$ cat config.mk
export PLATFORM = sky130hd
export DESIGN_NAME = dual_port_pia_registers
export DESIGN_NICKNAME = d
export VERILOG_FILES = /design/src/rtl/core/dppia_pkg.sv /design/src/rtl/core/dual_port_pia_registers.sv /design/src/rtl/core/dppia_regfile.sv
export SDC_FILE = /design/constraint.sdc
export NUM_CORES = 1
export LEC_CHECK = 0
export BUFFER_PORTS_ARGS = -buffer_cell sky130_fd_sc_hd__clkbuf_2
export CAP_MARGIN = 25
export CELL_PAD_IN_SITES_DETAIL_PLACEMENT = 0
export CELL_PAD_IN_SITES_GLOBAL_PLACEMENT = 1
export CORE_ASPECT_RATIO = 0.8
export CORE_UTILIZATION = 40
export CTS_CLUSTER_SIZE = 24
export DETAILED_ROUTE_END_ITERATION = 12
export PLACE_DENSITY = 0.72
export SLEW_MARGIN = 20
export SYNTH_ARGS = -nofsm -noshare
export SYNTH_HDL_FRONTEND = slang
export SYNTH_SLANG_ARGS = --single-unit
$ cat constraint.sdc
create_clock -name clk -period 4.2 [get_ports clk]
set_input_delay 0.42 -clock clk [delete_from_list [all_inputs] [get_ports clk]]
set_output_delay 0.42 -clock clk [all_outputs]
set_load 0.02 [all_outputs]
$ cat src/rtl/core/dppia_pkg.sv
package dppia_pkg;

  typedef enum logic [1:0] {
    ACT_READ      = 2'd0,
    ACT_WRITE     = 2'd1,
    ACT_SET_STICK = 2'd2,
    ACT_RESTORE   = 2'd3
  } action_t;

  // reg_addr: bit 1 picks control vs data, bit 0 picks the port
  localparam int unsigned ADDR_CTRL_BIT = 1;
  localparam int unsigned ADDR_PORT_BIT = 0;
  localparam int unsigned NUM_PORTS     = 2;
  localparam logic        PORT_B        = 1'b1;

  localparam int unsigned CTRL_DATA_SEL_BIT = 2;   // 1: data addr hits output reg
  localparam int unsigned CTRL_MOTOR_BIT    = 3;
  localparam logic [7:0]  CTRL_READ_MASK    = 8'h3F;

  localparam logic [7:0]  LATCH_RESET = 8'hFF;
  localparam logic [7:0]  OUT_RESET   = 8'hFF;
  localparam logic [7:0]  DIR_RESET   = 8'h00;
  localparam logic [7:0]  CTRL_RESET  = 8'h3F;

  typedef struct packed {
    action_t    action;
    logic [1:0] reg_addr;
    logic [7:0] write_data;
    logic [1:0] player;
    logic [3:0] input_mask;
  } item_t;

  typedef struct packed {
    logic [7:0] read_data;
    logic       bank_valid;
    logic [7:0] bank_value;
    logic       motor_valid;
    logic       motor_on;
  } result_t;

endpackage

$ cat src/rtl/core/dual_port_pia_registers.sv
// Two-port parallel interface adapter register file. Each beat on the input
// channel is one bus read, bus write, controller-bit update or port restore,
// and yields exactly one result beat. Beats are taken one per cycle while
// out_stall is low: a beat is held in the input register, applied to the
// port registers when it advances, and its result is captured in the output
// register at that same edge. The xl_mode register is written through the
// cfg channel (always ready) and should only change while no beats are in
// flight.
module dual_port_pia_registers (
  input  logic       clk,
  input  logic       rst,
  input  logic       cfg_valid,
  output logic       cfg_ready,
  input  logic       cfg_data,
  input  logic       in_valid,
  output logic       in_stall,
  input  logic [1:0] action,
  input  logic [1:0] reg_addr,
  input  logic [7:0] write_data,
  input  logic [1:0] player,
  input  logic [3:0] input_mask,
  output logic       out_valid,
  input  logic       out_stall,
  output logic [7:0] read_data,
  output logic       bank_valid,
  output logic [7:0] bank_value,
  output logic       motor_valid,
  output logic       motor_on
);
  import dppia_pkg::*;

  logic    xl_mode;
  logic    s1_valid;
  item_t   s1_item;
  item_t   in_item;
  result_t res_comb;
  result_t res;
  logic    advance;

  assign cfg_ready = 1'b1;

  assign in_item.action     = action_t'(action);
  assign in_item.reg_addr   = reg_addr;
  assign in_item.write_data = write_data;
  assign in_item.player     = player;
  assign in_item.input_mask = input_mask;

  assign advance  = !out_valid || !out_stall;
  assign in_stall = s1_valid && !advance;

  always_ff @(posedge clk) begin
    if (rst) begin
      xl_mode <= 1'b0;
    end else if (cfg_valid && cfg_ready) begin
      xl_mode <= cfg_data;
    end
  end

  always_ff @(posedge clk) begin
    if (rst) begin
      s1_valid <= 1'b0;
    end else if (!in_stall) begin
      s1_valid <= in_valid;
    end
    if (in_valid && !in_stall) begin
      s1_item <= in_item;
    end
  end

  dppia_regfile u_regfile (
    .clk     (clk),
    .rst     (rst),
    .en      (s1_valid && advance),
    .xl_mode (xl_mode),
    .item    (s1_item),
    .result  (res_comb)
  );

  always_ff @(posedge clk) begin
    if (rst) begin
      out_valid <= 1'b0;
    end else if (advance) begin
      out_valid <= s1_valid;
    end
    if (advance && s1_valid) begin
      res <= res_comb;
    end
  end

  assign read_data   = res.read_data;
  assign bank_valid  = res.bank_valid;
  assign bank_value  = res.bank_value;
  assign motor_valid = res.motor_valid;
  assign motor_on    = res.motor_on;

endmodule

$ cat src/rtl/core/dppia_regfile.sv
module dppia_regfile (
  input  logic              clk,
  input  logic              rst,
  input  logic              en,
  input  logic              xl_mode,
  input  dppia_pkg::item_t  item,
  output dppia_pkg::result_t result
);
  import dppia_pkg::*;

  logic [7:0] input_latch [NUM_PORTS];
  logic [7:0] output_reg  [NUM_PORTS];
  logic [7:0] dir_reg     [NUM_PORTS];
  logic [7:0] ctrl_reg    [NUM_PORTS];

  logic [7:0] input_latch_next [NUM_PORTS];
  logic [7:0] output_reg_next  [NUM_PORTS];
  logic [7:0] dir_reg_next     [NUM_PORTS];
  logic [7:0] ctrl_reg_next    [NUM_PORTS];

  logic       p;
  logic       is_ctrl;
  logic [7:0] stick_mask;
  logic [7:0] stick_bits;
  logic [7:0] eff_sel;

  assign p       = item.reg_addr[ADDR_PORT_BIT];
  assign is_ctrl = item.reg_addr[ADDR_CTRL_BIT];
  assign stick_mask = item.player[0] ? {item.input_mask, 4'h0} : {4'h0, item.input_mask};
  assign stick_bits = item.player[0] ? {item.write_data[3:0] & item.input_mask, 4'h0}
                                     : {4'h0, item.write_data[3:0] & item.input_mask};

  always_comb begin
    for (int i = 0; i < NUM_PORTS; i++) begin
      input_latch_next[i] = input_latch[i];
      output_reg_next[i]  = output_reg[i];
      dir_reg_next[i]     = dir_reg[i];
      ctrl_reg_next[i]    = ctrl_reg[i];
      case (item.action)
        ACT_WRITE: begin
          if (p == 1'(i)) begin
            if (is_ctrl) begin
              ctrl_reg_next[i] = item.write_data;
            end else if (ctrl_reg[i][CTRL_DATA_SEL_BIT]) begin
              output_reg_next[i] = item.write_data;
            end else begin
              dir_reg_next[i] = item.write_data;
            end
          end
        end
        ACT_SET_STICK: begin
          if (item.player[1] == 1'(i)) begin
            input_latch_next[i] = (input_latch[i] & ~stick_mask) | stick_bits;
          end
        end
        ACT_RESTORE: begin
          if (p == 1'(i)) begin
            input_latch_next[i] = item.write_data;
            output_reg_next[i]  = item.write_data;
          end
        end
        default: ;
      endcase
    end
  end

  // effective data byte of the addressed port: output OR NOT direction
  assign eff_sel = output_reg[p] | ~dir_reg[p];

  always_comb begin
    result = '0;
    case (item.action)
      ACT_READ: begin
        if (is_ctrl) begin
          result.read_data = ctrl_reg[p] & CTRL_READ_MASK;
        end else if (!ctrl_reg[p][CTRL_DATA_SEL_BIT]) begin
          result.read_data = dir_reg[p];
        end else if (p == PORT_B && xl_mode) begin
          result.read_data = eff_sel;
        end else begin
          result.read_data = input_latch[p] & eff_sel;
        end
      end
      ACT_WRITE: begin
        if (!is_ctrl && p == PORT_B && xl_mode) begin
          result.bank_valid = 1'b1;
          result.bank_value = output_reg_next[PORT_B] | ~dir_reg_next[PORT_B];
        end
        if (is_ctrl && p != PORT_B) begin
          result.motor_valid = 1'b1;
          result.motor_on    = item.write_data[CTRL_MOTOR_BIT];
        end
      end
      default: ;
    endcase
  end

  always_ff @(posedge clk) begin
    for (int i = 0; i < NUM_PORTS; i++) begin
      if (rst) begin
        input_latch[i] <= LATCH_RESET;
        output_reg[i]  <= OUT_RESET;
        dir_reg[i]     <= DIR_RESET;
        ctrl_reg[i]    <= CTRL_RESET;
      end else if (en) begin
        input_latch[i] <= input_latch_next[i];
        output_reg[i]  <= output_reg_next[i];
        dir_reg[i]     <= dir_reg_next[i];
        ctrl_reg[i]    <= ctrl_reg_next[i];
      end
    end
  end

endmodule

After elaboration in Yosys (flattened, before gate mapping) --
Memories as Yosys holds them, arrays and structs flattened. A register that Yosys moved wholly into a read port is not among the register bits. Index checks and enable logic that the tools add are counted. Widths: inputs -> output; s select.
Cells by class: eq/ne operators 12, mux-type cells 54, bitwise gates (word level) 21, reduce and logical (&&, ||, !) cells 19
Operators with widths (count):
- $mux 8 | 38
- $pmux 8 s2 | 4
- $or 8x8->8 | 4
- $and 8x8->8 | 3
- $not 8->8 | 3
- $mux 1 | 9
- $mux 9 | 1
- $ne 2x2->1 const B | 4
- $ne 4x4->1 const B | 2
- $or 1x1->1 | 8
- $logic_and 1x1->1 | 7
- $mux 6 | 1
- $ne 3x3->1 const B | 2
- $reduce_and 6->1 | 1
- $logic_not 1->1 | 5
- $reduce_and 5->1 | 1
- $and 4x4->4 | 1
- $eq 2x2->1 const B | 2
- $reduce_and 2->1 | 2
- $eq 2x1->1 const B | 1
- $logic_not 2->1 | 1
- $mux 2 | 1
- $not 1->1 | 2
- $reduce_or 2->1 | 1
- 2 further kinds | 2
Word-level totals: register bits 40, bits in writable memories 64, bits of input ports 24, output and inout port bits 22, logic and storage cells 124, memories kept 4
Memory list:
- u_regfile.ctrl_reg | depth 2, width 8, read ports 3, clocked after Yosys merged registers in 1, write ports 2, line dppia_regfile.sv:14 | logic [7:0] ctrl_reg [NUM_PORTS];
- u_regfile.dir_reg | depth 2, width 8, read ports 2, clocked after Yosys merged registers in 1, write ports 2, line dppia_regfile.sv:13 | logic [7:0] dir_reg [NUM_PORTS];
- u_regfile.input_latch | depth 2, width 8, read ports 3, clocked after Yosys merged registers in 1, write ports 2, line dppia_regfile.sv:11 | logic [7:0] input_latch [NUM_PORTS];
- u_regfile.output_reg | depth 2, width 8, read ports 2, clocked after Yosys merged registers in 1, write ports 2, line dppia_regfile.sv:12 | logic [7:0] output_reg [NUM_PORTS];

Longest topological paths before layout --
Gate-level depths: netlist of run 1.
depth in word-level cells 8, depth in mapped cells 6, mapped depth without buffers 4

Cells and area by module --
Synthesis of run 1 repeated with hierarchy kept, for this count alone.
Second synthesis, totals: cells, all modules 348, area, all modules 4453.0 um2
Modules (own cells, without submodules):
- dppia_regfile | times used 1, cells an instance 296, area an instance 3210.6 um2
- dual_port_pia_registers | times used 1, cells an instance 52, area an instance 1242.4 um2

Least setup slack after synthesis of run 1 --
Ideal clock, no wire load.
path kind reg-to-reg, start register out_valid, end memory u_regfile.output_reg[0][0] (enable), arrival 1.753 ns, slack 2.113 ns, cell stages (with the launch flop) 6, period minus slack after synthesis 2.087 ns, path through dfxtp_1 -> a21boi_4 -> nand2b_2 -> or3_1 -> buf_2 -> nand2b_1
RTL lines:
- from (decl) | line dual_port_pia_registers.sv:22 | output logic out_valid,
- from (signal assigned) | line dual_port_pia_registers.sv:83 | out_valid <= s1_valid;
- to (decl) | line dppia_regfile.sv:12

==> results of run 1 <==
[power by group through the flow]
stage,Sequential [uW],Combinational (uW),Clock (uW)
after floorplan,1190,100,0
after global placement,1200,151,0
after detailed placement,1200,157,0
after CTS,1180,157,807
after global routing,1180,172,852
final,1180,156,787
[final timing paths]
check                           slack, ns           from                      end  cells after the start
worst max-delay path                 1.71      out_valid  u_regfile.dir_reg[0][5]                      4
worst min-delay path                 0.24  write_data[0]               s1_item[6]                      1
worst max register to register       1.71      out_valid  u_regfile.dir_reg[0][5]                      4
worst min register to register       0.50        xl_mode                  xl_mode                      2
[layout make-up]
class / count / area, um2
Inverter: 14 / 52.6
Clock buffer: 9 / 225
Fill cell: 998 / 5760
Tap cell: 144 / 180
Clock inverter: 7 / 60.1
Sequential cell: 101 / 2990
Timing Repair Buffer: 47 / 250
Multi-Input combinational cell: 210 / 1410
[kinds of logic after synthesis]
logic type	Yosys count	share of synthesized area
simple gates	99	0.119
buf+inv	28	0.0279
mux	33	0.0782
compound gates	77	0.114
other cells	1	0.000828
flops	101	0.661
[metal layers]
layer / part of all wire / vias to the layer above / track usage
li1: - / 1349 / -
met1: 0.47 / 1418 / 0.257
met2: 0.47 / 76 / 0.268
met3: 0.047 / 11 / 0.0423
met4: 0.014 / 0 / 0.0589
met5: 0 / - / 0
[stage by stage]
| step | setup WS, ns | area, um2 | total power [uW] | utilization | cells |
|---|---|---|---|---|---|
| 4_1_cts | 1.73 | 5170 | 2140 | 0.473 | 532 |
| 3_5_place_dp | 1.55 | 4890 | 1360 | 0.447 | 516 |
| 6_report | 1.71 | 5170 | 2120 | 0.473 | 532 |
| 2_1_floorplan | 2.11 | 4530 | 1290 | - | 339 |
| 5_1_grt | 1.50 | 5170 | 2210 | 0.473 | 532 |
| 3_3_place_gp | 1.67 | 4870 | 1350 | 0.446 | 515 |
[placed cells by master (no fill, tap or decap), drive strengths merged]
master    Yosys  final
edfxtp       97     97
and2b         1      1
inv          14     15
o21bai        1      1
a31o          1      1
mux2         19     19
a41o          1      1
a21boi        6      6
nor2b         4      4
nand3         2      2
nor2         13     13
a21oi        24     24
a21o          9      9
clkbuf        4     53
clkinvlp      0      3
clkinv        0      3
nand2        27     27
or3           1      1
nor4b         1      1
nor3          2      2
o21ai        18     18
and3          2      2
dfxtp         4      4
o2111a        1      1
buf          10      3
mux2i        14     14
and2         19     19
and3b         1      1
nand2b       15     15
o311ai        3      3
or2           6      6
nand3b        5      5
o221ai       13     13
conb          1      1
==> metrics.cfg, run 1 <==
[outcome]
outcome = complete, no violations

[clock_tree]
cts_setup_buffers = 0
cts.sinks = 101
cts_tree = done
hold_buffers = 0
cts_root_buffer = clkbuf_16
cts_resized = 0
clk_latency_ns = 0.35
clk_pin_slew_ns = 0.08
clockBufferDepth = 2
htree_levels = 3
cts_buffers = 9

[synthesis]
synth_warnings = 0
syn-cell-area_um2 = 4530
async_flop_share = 0
yosysSeqAreaShare = 0.661
synthTopCellsByArea = edfxtp_1 (64%), mux2_2 (4.0%), mux2i_1 (3.1%)
synth_top_area_cell = edfxtp_1
yosysTopAreaCellShare = 0.643
synth.avg_cell_area_um2 = 13.4
synth_cell_types = 40
yosysMostFrequentCell = edfxtp_1
yosys_register_bits = 101
syn-instance-count = 339
syn_nets = 363
netlist_top_cells_count = edfxtp_1 (97), nand2_1 (27), a21oi_1 (24)
synth_ff_type = edfxtp_1
synth_edf_count = 97

[timing]
whs_ns = 0.241
setup_violations = 0
maxSlewViolCount = 0
hold_violations = 0
clock_skew_ns = 0.00956
rsz0062_at_grt = false
tns_ns = 0
max_slew_margin = 0.337
period_needed_ns = 2.49
fmax_mhz = 402
worstMarginPinSlew_ns = 0.992
period_share = 0.592

[power]
sequentialPowerShare = 0.555
internal-power_uw = 1610
ir_worst_vdd_uv = 216
clock_power_share = 0.371
p_leak_uw = 0.00180
p_comb_frac = 0.074
p_sw_frac = 0.240
power.density_nw_per_um2 = 410
p_sw_uw = 508

[die]
fp.dieW_um = 121
dieArea_um2 = 11800
boundaryPins = 46
rows = 34
core_um2 = 10900
start_util = 0.414
die-height_um = 97.2

[min_path]
hp-class = in -> reg

[critical_path]
crit_fanout = 26
critPathCaptureType = flip-flop
crit_family = simple AND/OR/NAND/NOR gates
crit_type = reg -> reg
cp.arrival_ns = 2.53
required_ns = 4.25
slowest_stage = a21boi_4
start_kind = flip-flop
critPathMaxStageDelay_ns = 0.80
worst-path-buf-inv = 0
crit_chain = a21boi_4, nand2b_2, nor4b_2, or2_2

[cells_and_area]
largest-register = s1_item
syn_to_final_growth_pct = 14.2
layout-drive-gt1-share = 0.227
layout.nets = 407
n_antenna_cell = 0
largest_register_ffs = 18

[placement]
place.gp.congestion = 0.813
dp_hpwl_mm = 6.96
portBuffers = 44

[route]
vias = 2854
drc = 0
drt-wirelength-per-cell_um = 18.3
drt_wl_total_mm = 9.74
avgViaCountPerCell = 5.36
ant_nets = 0
first_iter_violations = 192
dr.pass1.iters = 4

[global_routing]
track_usage = 0.180
grt_pass1_vias = 2831
grt_pass1_wl_mm = 15.7
antenna_found_initial = 0
grt_overflow = 0
grt_max_degree = 27

[job]
drv_cap = 0

Note: power is estimated with default switching activity, not from simulation.
==> inputs of run 2 (changes only) <==
==> constraint.sdc (replaced) <==
create_clock -name clk -period 2.3 [get_ports clk]
set_input_delay 0.23 -clock clk [delete_from_list [all_inputs] [get_ports clk]]
set_output_delay 0.23 -clock clk [all_outputs]
set_load 0.02 [all_outputs]
==> run 2 against run 1 <==
- power is 84% higher
- flip-flop and latch count stayed put
- sequential share of layout area is 0.69 points lower
- clock skew hardly changed
- critical path type unchanged
- critical endpoint is now u_regfile.dir_reg[1][7]
- largest power group unchanged
==> metrics.cfg, run 2 (same netlist as run 1, synthesis figures left out) <==
[outcome]
outcome = complete, no violations

[cells_and_area]
layout.cells.non_filler = 539  ; +1.3%
layout.nets = 414  ; +1.7%
fin_area_um2 = 5240  ; +1.2%
layout_commonest_cell = edfxtp_1
layout-drive-gt1-share = 0.235  ; +0.00864
n_antenna_cell = 0  ; unchanged
syn_to_final_growth_pct = 15.6
largest_register_ffs = 18  ; unchanged
final_cell_mix = edfxtp_1 (97), clkbuf_2 (44), nand2_1 (27)
largest-register = s1_item

[clock_tree]
hold_buffers = 0  ; unchanged
cts_root_buffer = clkbuf_16
clk_latency_ns = 0.35  ; about the same
htree_levels = 3  ; unchanged
cts_setup_buffers = 0  ; unchanged
cts.sinks = 101  ; unchanged
clockBufferDepth = 2  ; unchanged
cts_buffers = 9  ; unchanged
cts_tree = done
clk_pin_slew_ns = 0.07  ; about the same
cts_resized = 0  ; unchanged

[placement]
placed_cell_area_um2 = 4950  ; +1.2%
placed_cells = 523  ; +1.4%
portBuffers = 44  ; unchanged
pre_cts_slack_ns = 0.304  ; -1.25 ns
place.gp.congestion = 0.863  ; +6.2%
dp_hpwl_mm = 7.10  ; +1.9%

[global_routing]
grt_pass1_vias = 2794  ; -1.3%
grt_max_degree = 25  ; -7.4%
antenna_found_initial = 0  ; unchanged
track_usage = 0.179  ; -0.000487
grt_pass1_wl_mm = 15.4  ; -2.0%
grt_overflow = 0  ; unchanged

[die]
start_util = 0.414  ; unchanged
core_um2 = 10900  ; unchanged
dieArea_um2 = 11800  ; unchanged
rows = 34  ; unchanged
die-height_um = 97.2  ; unchanged
boundaryPins = 46  ; unchanged
fp.dieW_um = 121  ; unchanged

[route]
drt-wirelength-per-cell_um = 18.0  ; -1.4%
ant_nets = 0  ; unchanged
avgViaCountPerCell = 5.26  ; -2.0%
vias = 2834  ; -0.70%
first_iter_violations = 225  ; +17%
drt_wl_total_mm = 9.73  ; -0.11%
dr.pass1.iters = 5  ; +1
drc = 0  ; unchanged

[timing]
worstMarginPinSlew_ns = 0.557  ; -0.435 ns
setup_violations = 0  ; unchanged
clock_skew_ns = 0.00945  ; -0.000119 ns
tns_ns = 0  ; unchanged
max_slew_margin = 0.628  ; +0.292
period_share = 0.863  ; +0.271
maxSlewViolCount = 0  ; unchanged
period_needed_ns = 1.98  ; -0.501 ns
timing.final.ws_setup_ns = 0.315  ; -1.40 ns
rsz0062_at_grt = false
fmax_mhz = 504  ; +25%
hold_violations = 0  ; unchanged

[power]
p_total_uw = 3910  ; +84%
p_leak_uw = 0.00185  ; +2.6%
power.density_nw_per_um2 = 747  ; +82%
ir_worst_vdd_uv = 474  ; +120%

[critical_path]
cp.arrival_ns = 2.09  ; -0.44 ns
critPathMaxStageDelay_ns = 0.52  ; -0.28 ns
start_kind = flip-flop
critPathCaptureType = flip-flop
crit_chain = nor2_1, and3b_1, mux2_2, and2_1
crit_type = reg -> reg
crit_fanout = 10  ; -62%
slowest_stage = edfxtp_1
required_ns = 2.40  ; -1.85 ns

[job]
drv_cap = 0  ; unchanged

[min_path]
hp-class = in -> reg

==> run 2: cell count changes in the layout (fill, tap and decap cells not counted), sizes merged <==
cell      previous run  this run
clkbuf              53        58
clkinv               3         1
inv                 15        14
clkinvlp             3         1
buf                  3        10
==> run 2: per-stage QoR <==
stage | hold WS (ns) | util
detailed placement | 0.409 | 0.453
floorplan | 0.329 | -
global route | 0.0401 | 0.479
CTS | 0.0437 | 0.479
finish | 0.0564 | 0.479
global placement | 0.408 | 0.453
==> run 2: path summary, 6_finish.rpt <==
check	from	end	slack, ns	cells past startpoint
min reg2reg	s1_valid	out_valid	0.50	2
min	write_data[3]	s1_item[9]	0.06	1
max reg2reg	s1_item[17]	u_regfile.dir_reg[1][7]	0.32	4
max	s1_item[17]	u_regfile.dir_reg[1][7]	0.32	4
==> run 2: layout make-up <==
cell class                      count  area, um2
Clock buffer                       14        274
Clock inverter                      2       16.3
Timing Repair Buffer               54        308
Inverter                           14       52.6
Multi-Input combinational cell    210       1410
Tap cell                          144        180
Sequential cell                   101       2990
Fill cell                         972       5700
==> run 2: critical path: cells and delay by family (launching register included) <==
family	cells	cell delay, ns
muxes	1	0.40
and+or+nand+nor	3	0.82
DFF	1	0.52
==> run 2: power breakdown <==
group	total [uW]	switching, uW	internal, uW	leakage [uW]
registers	2140	45.8	2090	0.000879
logic	304	189	114	0.000827
clock network	1470	644	826	0.000139
==> run 2: routing by layer <==
metal | GRT usage | share of wire | vias to the layer above
met1 | 0.243 | 0.47 | 1400
met4 | 0.0437 | 0.0094 | 0
li1 | - | - | 1361
met3 | 0.0540 | 0.051 | 8
met5 | 0 | 0 | -
met2 | 0.281 | 0.47 | 65
